### src/hdl/u64venc_pkg.sv
// ----------------------------------------------------------------------------
// u64venc_pkg
// shared constants, codes and command/status types of the u64 field encoder
// ----------------------------------------------------------------------------
`default_nettype none

package u64venc_pkg;

   // field widths
   localparam int VALUE_WIDTH = 64;
   localparam int SEGW_WIDTH  = 4;
   localparam int SEGV_WIDTH  = 12;
   localparam int LOW_BITS    = 12;
   localparam int REM_WIDTH   = VALUE_WIDTH - LOW_BITS;
   localparam int BYTE_BITS   = 8;
   localparam int NIB_BITS    = 4;
   localparam int GRP_WIDTH   = 3;

   // byte groups before the final nibble
   localparam logic [GRP_WIDTH-1:0] MAX_GROUPS = 3'd6;

   // class boundaries
   localparam logic [VALUE_WIDTH-1:0] SMALL_MAX = 64'd16;
   localparam logic [VALUE_WIDTH-1:0] MID_MAX   = 64'd272;
   localparam logic [BYTE_BITS-1:0]   MID_BIAS  = 8'd17;
   localparam logic [NIB_BITS-1:0]    SMALL_BIAS = 4'd1;

   // segment widths
   localparam logic [SEGW_WIDTH-1:0] W_SEL   = 4'd2;
   localparam logic [SEGW_WIDTH-1:0] W_FLAG  = 4'd1;
   localparam logic [SEGW_WIDTH-1:0] W_NIB   = 4'd4;
   localparam logic [SEGW_WIDTH-1:0] W_BYTE  = 4'd8;
   localparam logic [SEGW_WIDTH-1:0] W_LOW   = 4'd12;

   // value class, equal to the selector bits
   typedef logic [1:0] cls_type;
   localparam cls_type CLS_ZERO  = 2'd0;
   localparam cls_type CLS_SMALL = 2'd1;
   localparam cls_type CLS_MID   = 2'd2;
   localparam cls_type CLS_LARGE = 2'd3;

   // segment kinds
   typedef logic [2:0] kind_type;
   localparam kind_type KIND_SEL  = 3'd0;
   localparam kind_type KIND_EXT  = 3'd1;
   localparam kind_type KIND_FLAG = 3'd2;
   localparam kind_type KIND_STOP = 3'd3;
   localparam kind_type KIND_BYTE = 3'd4;
   localparam kind_type KIND_NIB  = 3'd5;

   typedef struct packed {
      logic     load;
      logic     emit;
      kind_type kind;
      logic     last;
   } dp_cmd_type;

   typedef struct packed {
      cls_type cls;
      logic    rem_zero;
      logic    groups_full;
   } dp_status_type;

endpackage

`default_nettype wire

### src/hdl/u64venc_if.sv
// ----------------------------------------------------------------------------
// u64venc channel interfaces
// valid/ready channels for input values and output segments
// ----------------------------------------------------------------------------
`default_nettype none

interface u64venc_req_if;
   logic                                valid;
   logic                                ready;
   logic [u64venc_pkg::VALUE_WIDTH-1:0] value;

   modport source (output valid, output value, input ready);
   modport sink   (input valid, input value, output ready);
endinterface

interface u64venc_rsp_if;
   logic                               valid;
   logic                               ready;
   logic [u64venc_pkg::SEGW_WIDTH-1:0] seg_width;
   logic [u64venc_pkg::SEGV_WIDTH-1:0] seg_value;
   logic                               seg_last;

   modport source (output valid, output seg_width, output seg_value, output seg_last,
                   input ready);
   modport sink   (input valid, input seg_width, input seg_value, input seg_last,
                   output ready);
endinterface

`default_nettype wire

### src/hdl/u64_varint_field_encoder.sv
// ----------------------------------------------------------------------------
// u64_varint_field_encoder
// splits a 64-bit unsigned value into the bit segments of its field code
// ----------------------------------------------------------------------------
// One value taken on req gives 1 to 16 segments on rsp, each a width, the
// segment bits and a last flag, in the order they go into the bitstream: a
// 2-bit selector, then nothing for zero, value-1 in 4 bits for 1..16,
// value-17 in 8 bits for 17..272, and for larger values the low 12 bits,
// up to six flag-plus-byte groups and a closing stop bit, or a flag and the
// top nibble once 60 bits are used. A value is loaded while the sequencer
// is idle, then the sequencer fills the single segment output register
// with one segment per cycle whenever that register is empty or being
// drained. The next value is taken while the last segment of the
// previous one still waits in that register.
// ----------------------------------------------------------------------------
`default_nettype none

module u64_varint_field_encoder (
   input  wire           clock,
   input  wire           reset,
   u64venc_req_if.sink   req,
   u64venc_rsp_if.source rsp
);

   // command and status between sequencer and datapath
   u64venc_pkg::dp_cmd_type    cmd;
   u64venc_pkg::dp_status_type status;

   // sequencer: walks selector, extension, flag/byte groups and the tail
   u64venc_ctrl u_ctrl (
      .clock     (clock),
      .reset     (reset),
      .req_valid (req.valid),
      .req_ready (req.ready),
      .rsp_valid (rsp.valid),
      .rsp_ready (rsp.ready),
      .cmd       (cmd),
      .status    (status)
   );

   // datapath: classifies the value, shifts out bytes, holds the segment
   u64venc_dp u_dp (
      .clock     (clock),
      .reset     (reset),
      .cmd       (cmd),
      .status    (status),
      .value     (req.value),
      .seg_width (rsp.seg_width),
      .seg_value (rsp.seg_value),
      .seg_last  (rsp.seg_last)
   );

endmodule

`default_nettype wire

### src/hdl/u64venc_dp.sv
// ----------------------------------------------------------------------------
// u64venc_dp
// value classing, remainder shifter and segment output register
// ----------------------------------------------------------------------------
`default_nettype none

module u64venc_dp (
   input  wire                                       clock,
   input  wire                                       reset,
   input  wire u64venc_pkg::dp_cmd_type              cmd,
   output u64venc_pkg::dp_status_type                status,
   input  wire [u64venc_pkg::VALUE_WIDTH-1:0]        value,
   output logic [u64venc_pkg::SEGW_WIDTH-1:0]        seg_width,
   output logic [u64venc_pkg::SEGV_WIDTH-1:0]        seg_value,
   output logic                                      seg_last
);

   u64venc_pkg::cls_type                cls_ff, cls_in;
   logic [u64venc_pkg::SEGV_WIDTH-1:0]  ext_ff, ext_in;
   logic [u64venc_pkg::REM_WIDTH-1:0]   rem_ff, rem_in;
   logic [u64venc_pkg::GRP_WIDTH-1:0]   grp_ff, grp_in;
   logic [u64venc_pkg::SEGW_WIDTH-1:0]  seg_width_ff, seg_width_in;
   logic [u64venc_pkg::SEGV_WIDTH-1:0]  seg_value_ff, seg_value_in;
   logic                                seg_last_ff, seg_last_in;
   u64venc_pkg::cls_type                load_cls;
   logic [u64venc_pkg::SEGV_WIDTH-1:0]  load_ext;
   logic [u64venc_pkg::SEGW_WIDTH-1:0]  ext_width;
   logic [u64venc_pkg::NIB_BITS-1:0]    small_ext;
   logic [u64venc_pkg::BYTE_BITS-1:0]   mid_ext;

   // bias subtraction wraps at the segment width
   assign small_ext = value[u64venc_pkg::NIB_BITS-1:0] - u64venc_pkg::SMALL_BIAS;
   assign mid_ext   = value[u64venc_pkg::BYTE_BITS-1:0] - u64venc_pkg::MID_BIAS;

   // classify the incoming value and precompute the second segment
   always_comb begin
      if (value == '0) begin
         load_cls = u64venc_pkg::CLS_ZERO;
         load_ext = '0;
      end else if (value <= u64venc_pkg::SMALL_MAX) begin
         load_cls = u64venc_pkg::CLS_SMALL;
         load_ext = u64venc_pkg::SEGV_WIDTH'(small_ext);
      end else if (value <= u64venc_pkg::MID_MAX) begin
         load_cls = u64venc_pkg::CLS_MID;
         load_ext = u64venc_pkg::SEGV_WIDTH'(mid_ext);
      end else begin
         load_cls = u64venc_pkg::CLS_LARGE;
         load_ext = value[u64venc_pkg::LOW_BITS-1:0];
      end
   end

   always_comb begin
      unique case (cls_ff)
         u64venc_pkg::CLS_SMALL: ext_width = u64venc_pkg::W_NIB;
         u64venc_pkg::CLS_MID:   ext_width = u64venc_pkg::W_BYTE;
         default:                ext_width = u64venc_pkg::W_LOW;
      endcase
   end

   always_comb begin
      cls_in = cls_ff;
      ext_in = ext_ff;
      rem_in = rem_ff;
      grp_in = grp_ff;
      if (cmd.load) begin
         cls_in = load_cls;
         ext_in = load_ext;
         rem_in = value[u64venc_pkg::VALUE_WIDTH-1:u64venc_pkg::LOW_BITS];
         grp_in = '0;
      end else if (cmd.emit && cmd.kind == u64venc_pkg::KIND_BYTE) begin
         rem_in = rem_ff >> u64venc_pkg::BYTE_BITS;
         grp_in = grp_ff + 1'b1;
      end
   end

   // segment mux into the output register
   always_comb begin
      seg_width_in = seg_width_ff;
      seg_value_in = seg_value_ff;
      seg_last_in  = seg_last_ff;
      if (cmd.emit) begin
         seg_last_in = cmd.last;
         unique case (cmd.kind)
            u64venc_pkg::KIND_SEL: begin
               seg_width_in = u64venc_pkg::W_SEL;
               seg_value_in = u64venc_pkg::SEGV_WIDTH'(cls_ff);
            end
            u64venc_pkg::KIND_EXT: begin
               seg_width_in = ext_width;
               seg_value_in = ext_ff;
            end
            u64venc_pkg::KIND_FLAG: begin
               seg_width_in = u64venc_pkg::W_FLAG;
               seg_value_in = u64venc_pkg::SEGV_WIDTH'(1'b1);
            end
            u64venc_pkg::KIND_STOP: begin
               seg_width_in = u64venc_pkg::W_FLAG;
               seg_value_in = '0;
            end
            u64venc_pkg::KIND_BYTE: begin
               seg_width_in = u64venc_pkg::W_BYTE;
               seg_value_in = u64venc_pkg::SEGV_WIDTH'(rem_ff[u64venc_pkg::BYTE_BITS-1:0]);
            end
            u64venc_pkg::KIND_NIB: begin
               seg_width_in = u64venc_pkg::W_NIB;
               seg_value_in = u64venc_pkg::SEGV_WIDTH'(rem_ff[u64venc_pkg::NIB_BITS-1:0]);
            end
            default: begin
               seg_width_in = seg_width_ff;
               seg_value_in = seg_value_ff;
            end
         endcase
      end
   end

   always_ff @(posedge clock) begin
      if (reset) begin
         grp_ff <= '0;
      end else begin
         grp_ff <= grp_in;
      end
   end

   always_ff @(posedge clock) begin
      cls_ff       <= cls_in;
      ext_ff       <= ext_in;
      rem_ff       <= rem_in;
      seg_width_ff <= seg_width_in;
      seg_value_ff <= seg_value_in;
      seg_last_ff  <= seg_last_in;
   end

   assign status.cls         = cls_ff;
   assign status.rem_zero    = (rem_ff == '0);
   assign status.groups_full = (grp_ff == u64venc_pkg::MAX_GROUPS);

   assign seg_width = seg_width_ff;
   assign seg_value = seg_value_ff;
   assign seg_last  = seg_last_ff;

   // group count never runs past the last byte group
   a_grp_bound: assert property (@(posedge clock) disable iff (reset)
      grp_ff <= u64venc_pkg::MAX_GROUPS)
      else $error("byte group count overflow");

   // a byte is only taken while value bits remain below the nibble
   a_byte_nonfull: assert property (@(posedge clock) disable iff (reset)
      (cmd.emit && cmd.kind == u64venc_pkg::KIND_BYTE) |-> (grp_ff != u64venc_pkg::MAX_GROUPS))
      else $error("byte group after the sixth");

   // the selector segment carries the class of the loaded value
   a_sel_class: assert property (@(posedge clock) disable iff (reset)
      cmd.load |=> (cls_ff == $past(load_cls)))
      else $error("class not captured on load");

endmodule

`default_nettype wire

### src/hdl/u64venc_ctrl.sv
// ----------------------------------------------------------------------------
// u64venc_ctrl
// segment sequencer and output valid register
// ----------------------------------------------------------------------------
`default_nettype none

module u64venc_ctrl (
   input  wire                            clock,
   input  wire                            reset,
   input  wire                            req_valid,
   output logic                           req_ready,
   output logic                           rsp_valid,
   input  wire                            rsp_ready,
   output u64venc_pkg::dp_cmd_type        cmd,
   input  wire u64venc_pkg::dp_status_type status
);

   localparam logic [2:0] ST_IDLE = 3'd0;
   localparam logic [2:0] ST_SEL  = 3'd1;
   localparam logic [2:0] ST_EXT  = 3'd2;
   localparam logic [2:0] ST_FLAG = 3'd3;
   localparam logic [2:0] ST_BYTE = 3'd4;
   localparam logic [2:0] ST_NIB  = 3'd5;

   logic [2:0] state_ff, state_in;
   logic       rsp_valid_ff, rsp_valid_in;
   logic       out_free;

   assign out_free  = !rsp_valid_ff || rsp_ready;
   assign req_ready = (state_ff == ST_IDLE);

   always_comb begin
      cmd      = '0;
      state_in = state_ff;
      unique case (state_ff)
         ST_IDLE: begin
            if (req_valid) begin
               cmd.load = 1'b1;
               state_in = ST_SEL;
            end
         end
         ST_SEL: begin
            if (out_free) begin
               cmd.emit = 1'b1;
               cmd.kind = u64venc_pkg::KIND_SEL;
               cmd.last = (status.cls == u64venc_pkg::CLS_ZERO);
               state_in = cmd.last ? ST_IDLE : ST_EXT;
            end
         end
         ST_EXT: begin
            if (out_free) begin
               cmd.emit = 1'b1;
               cmd.kind = u64venc_pkg::KIND_EXT;
               cmd.last = (status.cls != u64venc_pkg::CLS_LARGE);
               state_in = cmd.last ? ST_IDLE : ST_FLAG;
            end
         end
         ST_FLAG: begin
            if (out_free) begin
               cmd.emit = 1'b1;
               if (status.rem_zero) begin
                  cmd.kind = u64venc_pkg::KIND_STOP;
                  cmd.last = 1'b1;
                  state_in = ST_IDLE;
               end else begin
                  cmd.kind = u64venc_pkg::KIND_FLAG;
                  state_in = status.groups_full ? ST_NIB : ST_BYTE;
               end
            end
         end
         ST_BYTE: begin
            if (out_free) begin
               cmd.emit = 1'b1;
               cmd.kind = u64venc_pkg::KIND_BYTE;
               state_in = ST_FLAG;
            end
         end
         ST_NIB: begin
            if (out_free) begin
               cmd.emit = 1'b1;
               cmd.kind = u64venc_pkg::KIND_NIB;
               cmd.last = 1'b1;
               state_in = ST_IDLE;
            end
         end
         default: begin
            state_in = ST_IDLE;
         end
      endcase
   end

   always_comb begin
      if (cmd.emit) begin
         rsp_valid_in = 1'b1;
      end else if (rsp_ready) begin
         rsp_valid_in = 1'b0;
      end else begin
         rsp_valid_in = rsp_valid_ff;
      end
   end

   always_ff @(posedge clock) begin
      if (reset) begin
         state_ff     <= ST_IDLE;
         rsp_valid_ff <= 1'b0;
      end else begin
         state_ff     <= state_in;
         rsp_valid_ff <= rsp_valid_in;
      end
   end

   assign rsp_valid = rsp_valid_ff;

   // the final segment of a code hands control back to idle
   a_last_idle: assert property (@(posedge clock) disable iff (reset)
      (cmd.emit && cmd.last) |=> (state_ff == ST_IDLE))
      else $error("sequencer not idle after last segment");

   // the closing nibble follows only the sixth byte group
   a_nib_full: assert property (@(posedge clock) disable iff (reset)
      (cmd.emit && cmd.kind == u64venc_pkg::KIND_NIB) |-> status.groups_full)
      else $error("nibble before six byte groups");

   // a zero value ends on its selector
   a_zero_last: assert property (@(posedge clock) disable iff (reset)
      (cmd.emit && cmd.kind == u64venc_pkg::KIND_SEL
       && status.cls == u64venc_pkg::CLS_ZERO) |-> cmd.last)
      else $error("zero value code not closed at selector");

endmodule

`default_nettype wire
### src/flat_wrapper.sv
// flat-port wrapper written by rule: the top's interface ports become plain ports
module u64_varint_field_encoder_flat 
  (clock, reset, req_valid, req_value, req_ready, rsp_valid, rsp_seg_width, rsp_seg_value, rsp_seg_last, rsp_ready);
  u64venc_req_if req_i ();
  u64venc_rsp_if rsp_i ();
  input  wire clock;
  input  wire reset;
  input wire logic [$bits(req_i.valid)-1:0] req_valid;
  input wire logic [$bits(req_i.value)-1:0] req_value;
  output wire logic [$bits(req_i.ready)-1:0] req_ready;
  output wire logic [$bits(rsp_i.valid)-1:0] rsp_valid;
  output wire logic [$bits(rsp_i.seg_width)-1:0] rsp_seg_width;
  output wire logic [$bits(rsp_i.seg_value)-1:0] rsp_seg_value;
  output wire logic [$bits(rsp_i.seg_last)-1:0] rsp_seg_last;
  input wire logic [$bits(rsp_i.ready)-1:0] rsp_ready;
  assign req_i.valid = req_valid;
  assign req_i.value = req_value;
  assign req_ready = req_i.ready;
  assign rsp_valid = rsp_i.valid;
  assign rsp_seg_width = rsp_i.seg_width;
  assign rsp_seg_value = rsp_i.seg_value;
  assign rsp_seg_last = rsp_i.seg_last;
  assign rsp_i.ready = rsp_ready;
  u64_varint_field_encoder u_core (.clock(clock), .reset(reset), .req(req_i), .rsp(rsp_i));
endmodule
### config.mk
export PLATFORM = sky130hd
export DESIGN_NAME = u64_varint_field_encoder_flat
export DESIGN_NICKNAME = d
export VERILOG_FILES = /design/src/hdl/u64venc_pkg.sv /design/src/hdl/u64venc_if.sv /design/src/hdl/u64_varint_field_encoder.sv /design/src/hdl/u64venc_dp.sv /design/src/hdl/u64venc_ctrl.sv /design/src/flat_wrapper.sv
export SDC_FILE = /design/constraint.sdc
export NUM_CORES = 1
export LEC_CHECK = 0
export BUFFER_PORTS_ARGS = -buffer_cell sky130_fd_sc_hd__buf_2
export CAP_MARGIN = 20
export CELL_PAD_IN_SITES_DETAIL_PLACEMENT = 2
export CELL_PAD_IN_SITES_GLOBAL_PLACEMENT = 2
export CORE_MARGIN = 8
export CORE_UTILIZATION = 37
export DETAILED_ROUTE_END_ITERATION = 16
export GPL_TIMING_DRIVEN = 0
export PLACE_DENSITY_LB_ADDON = 0.1
export SLEW_MARGIN = 20
export SYNTH_ARGS = -nofsm -noshare
export SYNTH_HDL_FRONTEND = slang
export SYNTH_SLANG_ARGS = --single-unit
### constraint.sdc
create_clock -name clock -period 3.95 [get_ports clock]
set_input_delay 1.185 -clock clock [delete_from_list [all_inputs] [get_ports clock]]
set_output_delay 1.185 -clock clock [all_outputs]
set_load 0.1 [all_outputs]
==> flow_summary.yaml <==
status:
  status: "completed"
global_route:
  grt_pass1_wl_um: 20800
  grt_usage: 0.1723
  grt_pass1_vias: 3679
  grt_max_degree: 53
  gr-total-overflow: 0
  antenna_found_initial: 0
logic_synthesis:
  ys_seq_elements: 90
  yosys.area.top_type: "edfxtp_1"
  synthAdderAreaFrac: 0.008513
  synth-edff-count: 83
  synth.distinct_cells: 48
  synthCells: 339
  synth-seq-area-share: 0.5970
  mappedNetlistNets: 410
  synthSimpleGateAreaFrac: 0.1694
  synth_area_per_cell_um2: 13.01
  netlist_area_um2: 4409
  synth_top_family_by_area: "simple AND/OR/NAND/NOR gates"
  synth.area.top_cells: "edfxtp_1, mux2_2, dfxtp_1"
  async_flop_share: 0
  synthFlopType: "edfxtp_1"
  synth-xor-area-share: 0.003973
  synthMuxAreaShare: 0.1226
  yosysTopAreaCellShare: 0.5653
  synth_common_cells: "edfxtp_1, mux2_2, nor2_1"
  ys_warn_count: 0
  yosysMostFrequentCell: "edfxtp_1"
  synth_compound_area_frac: 0.07520
timing:
  slew_violations: 0
  fin_crit_ps: 3294
  fmax_mhz: 303.6
  fin_worst_skew_ps: 8.220
  setup_viol: 0
  rsz0062_at_grt: "false"
  slew_headroom: 0.3698
  timing.hold.ws_ps: 548.3
  tightest_slew_ps: 936.7
  finalHoldViolations: 0
  post-route-period-util: 0.8339
  tns_ps: 0
floorplan:
  core_area_um2: 11810
  die_w_um: 125.2
  die_area_um2: 15670
  start_util: 0.3733
  die_y_um: 125.2
  boundaryPins: 87
  rows: 40
drt:
  via_count: 3274
  postRouteAntennaNets: 0
  wl_per_cell_um: 22.53
  drtIter0Drc: 133
  drc: 0
  dr.pass1.iters: 4
  vias_per_cell: 5.568
  wl_um: 13250
power:
  p_sw_w: 0.001059
  seq_power_share: 0.444
  leakage_nw: 1.980
  p_int_w: 0.002023
  pwr-share-comb: 0.273
  p_sw_frac: 0.3437
  clockPowerShare: 0.283
  peakVddDrop_v: 0.0003031
  p_per_area_nw_per_um2: 578.2
clock_network:
  insertion_delay_ps: 350
  ctsLongestPathBuffers: 2
  cts_sinks: 90
  clk_pin_slew_ps: 60
  cts_tree: "built"
  post_cts_buffers: 0
  cts_buffers: 9
  holdBufCountCts: 0
  cts.repair.resized: 0
  cts-root-buf: "clkbuf_16"
  htreeDepth: 3
cells_and_area:
  drive_above_1_share: 0.3810
  n_fill_cell: 1200
  nNetsFinal: 507
  finish.utilization: 0.4513
  area_growth_pct: 20.89
  instances_no_fill: 588
  diodes: 0
flow_run:
  cap_violations: 0
placement:
  dp_hpwl_um: 10390
  port_buffers: 86
  gp_congestion: 0.8001
  dp.cells: 572
worst_setup_path:
  worstSetupEndpointType: "flip-flop"
  worstPathRequired_ps: 3930
  worstPathArrival_ps: 3270
  critPathLaunchType: "primary input"
  crit_path_max_fanout: 52
  path_class: "primary input to flip-flop"
hold_path:
  hold_class: "flip-flop to flip-flop"
## kinds of logic (layout without fill, tap and decap cells)
group | count (synthesis) | count (layout)
DFF | 90 | 90
xor gates and xnor gates | 2 | 2
buffers and inverters | 26 | 128
adders and majority gates | 3 | 3
muxes | 48 | 48
AOI/OAI and AO/OA | 50 | 50
and+or+nand+nor | 120 | 120
## through the flow
| step | power [W] | area, um2 | setup WS, ps |
|---|---|---|---|
| after floorplan | 0.001988 | 4409 | 797.6 |
| after global placement | 0.002208 | 5024 | -41.66 |
| after detailed placement | 0.002237 | 5026 | 244.5 |
| after CTS | 0.003119 | 5330 | 606.1 |
| after global routing | 0.003202 | 5330 | 509.5 |
| final | 0.003082 | 5330 | 655.9 |
## state kept, by name, summed over array words and instances (netlist names)
| register | flops |
|---|---|
| u_core.u_dp.rem_ff | 52 |
| u_core.u_dp.grp_ff | 3 |
| u_core.u_dp.seg_value | 12 |
| u_core.u_ctrl.state_ff | 3 |
| u_core.u_dp.ext_ff | 12 |
| u_core.u_dp.cls_ff | 2 |
| u_core.u_dp.seg_width | 4 |
| u_core.u_ctrl.rsp_valid | 1 |
| u_core.u_dp.seg_last | 1 |
## path summary, 6_finish.rpt
check	from	to	slack, ps	depth (start not counted)
hold / removal	u_core.u_dp.grp_ff[1]$_SDFFE_PP0P_	u_core.u_dp.grp_ff[1]$_SDFFE_PP0P_	550	2
setup / recovery	req_valid	u_core.u_dp.rem_ff[47]$_SDFFCE_PN0P_	660	6
setup reg to reg	u_core.u_ctrl.state_ff[1]$_SDFFE_PP0P_	u_core.u_dp.rem_ff[47]$_SDFFCE_PN0P_	990	7
hold reg to reg	u_core.u_dp.grp_ff[1]$_SDFFE_PP0P_	u_core.u_dp.grp_ff[1]$_SDFFE_PP0P_	550	2
## power by group through the flow
| stage | combinational [W] | clock [W] | sequential, W |
|---|---|---|---|
| 6_report | 0.000840 | 0.000873 | 0.00137 |
| 3_3_place_gp | 0.000827 | 0 | 0.00138 |
| 4_1_cts | 0.000851 | 0.000895 | 0.00137 |
| 3_5_place_dp | 0.000847 | 0 | 0.00139 |
| 2_1_floorplan | 0.000356 | 0 | 0.00163 |
| 5_1_grt | 0.000893 | 0.000921 | 0.00139 |
## final cells by class
type	count	area [um2]	share of cell area
plain buffers	18	72.57	0.01362
clock buffers	15	299.0	0.05610
clock inverters	1	5.005	0.0009390
inverters	8	30.03	0.005634
multi-input cells	223	1677	0.3146
flip-flops and latches	90	2633	0.4939
well taps	147	183.9	0.03451
repair buffers	86	430.4	0.08075
## layer usage
metal | global-route usage | share of wire | wire length (um)
met1 | 0.1995 | 0.42 | 5606
met2 | 0.3011 | 0.51 | 6790
met3 | 0.03910 | 0.042 | 556
met4 | 0.07163 | 0.022 | 295
met5 | 0 | 0 | 0
## cells in the final DEF (no fill, tap or decap), types with 5 or more instances in the layout
master and n:
and3_1 12, nor2_1 23, a22oi_1 6, mux2_2 48
nand2_1 13, edfxtp_1 83, a21oi_1 16, buf_2 90
inv_1 8, clkbuf_1 14, dfxtp_1 7, o21ai_0 6
nor4_2 5, nor3_1 9, nand4_1 5, nand3_1 6
nor4_1 21, clkbuf_16 10, nand2b_1 5
## worst max-delay path, stage by stage
cell      delay [ps]
buf_2            220
and2_1           170
clkbuf_1         170
buf_2            280
buf_2            510
or2_4            700
(Power assumes the default switching activity.)
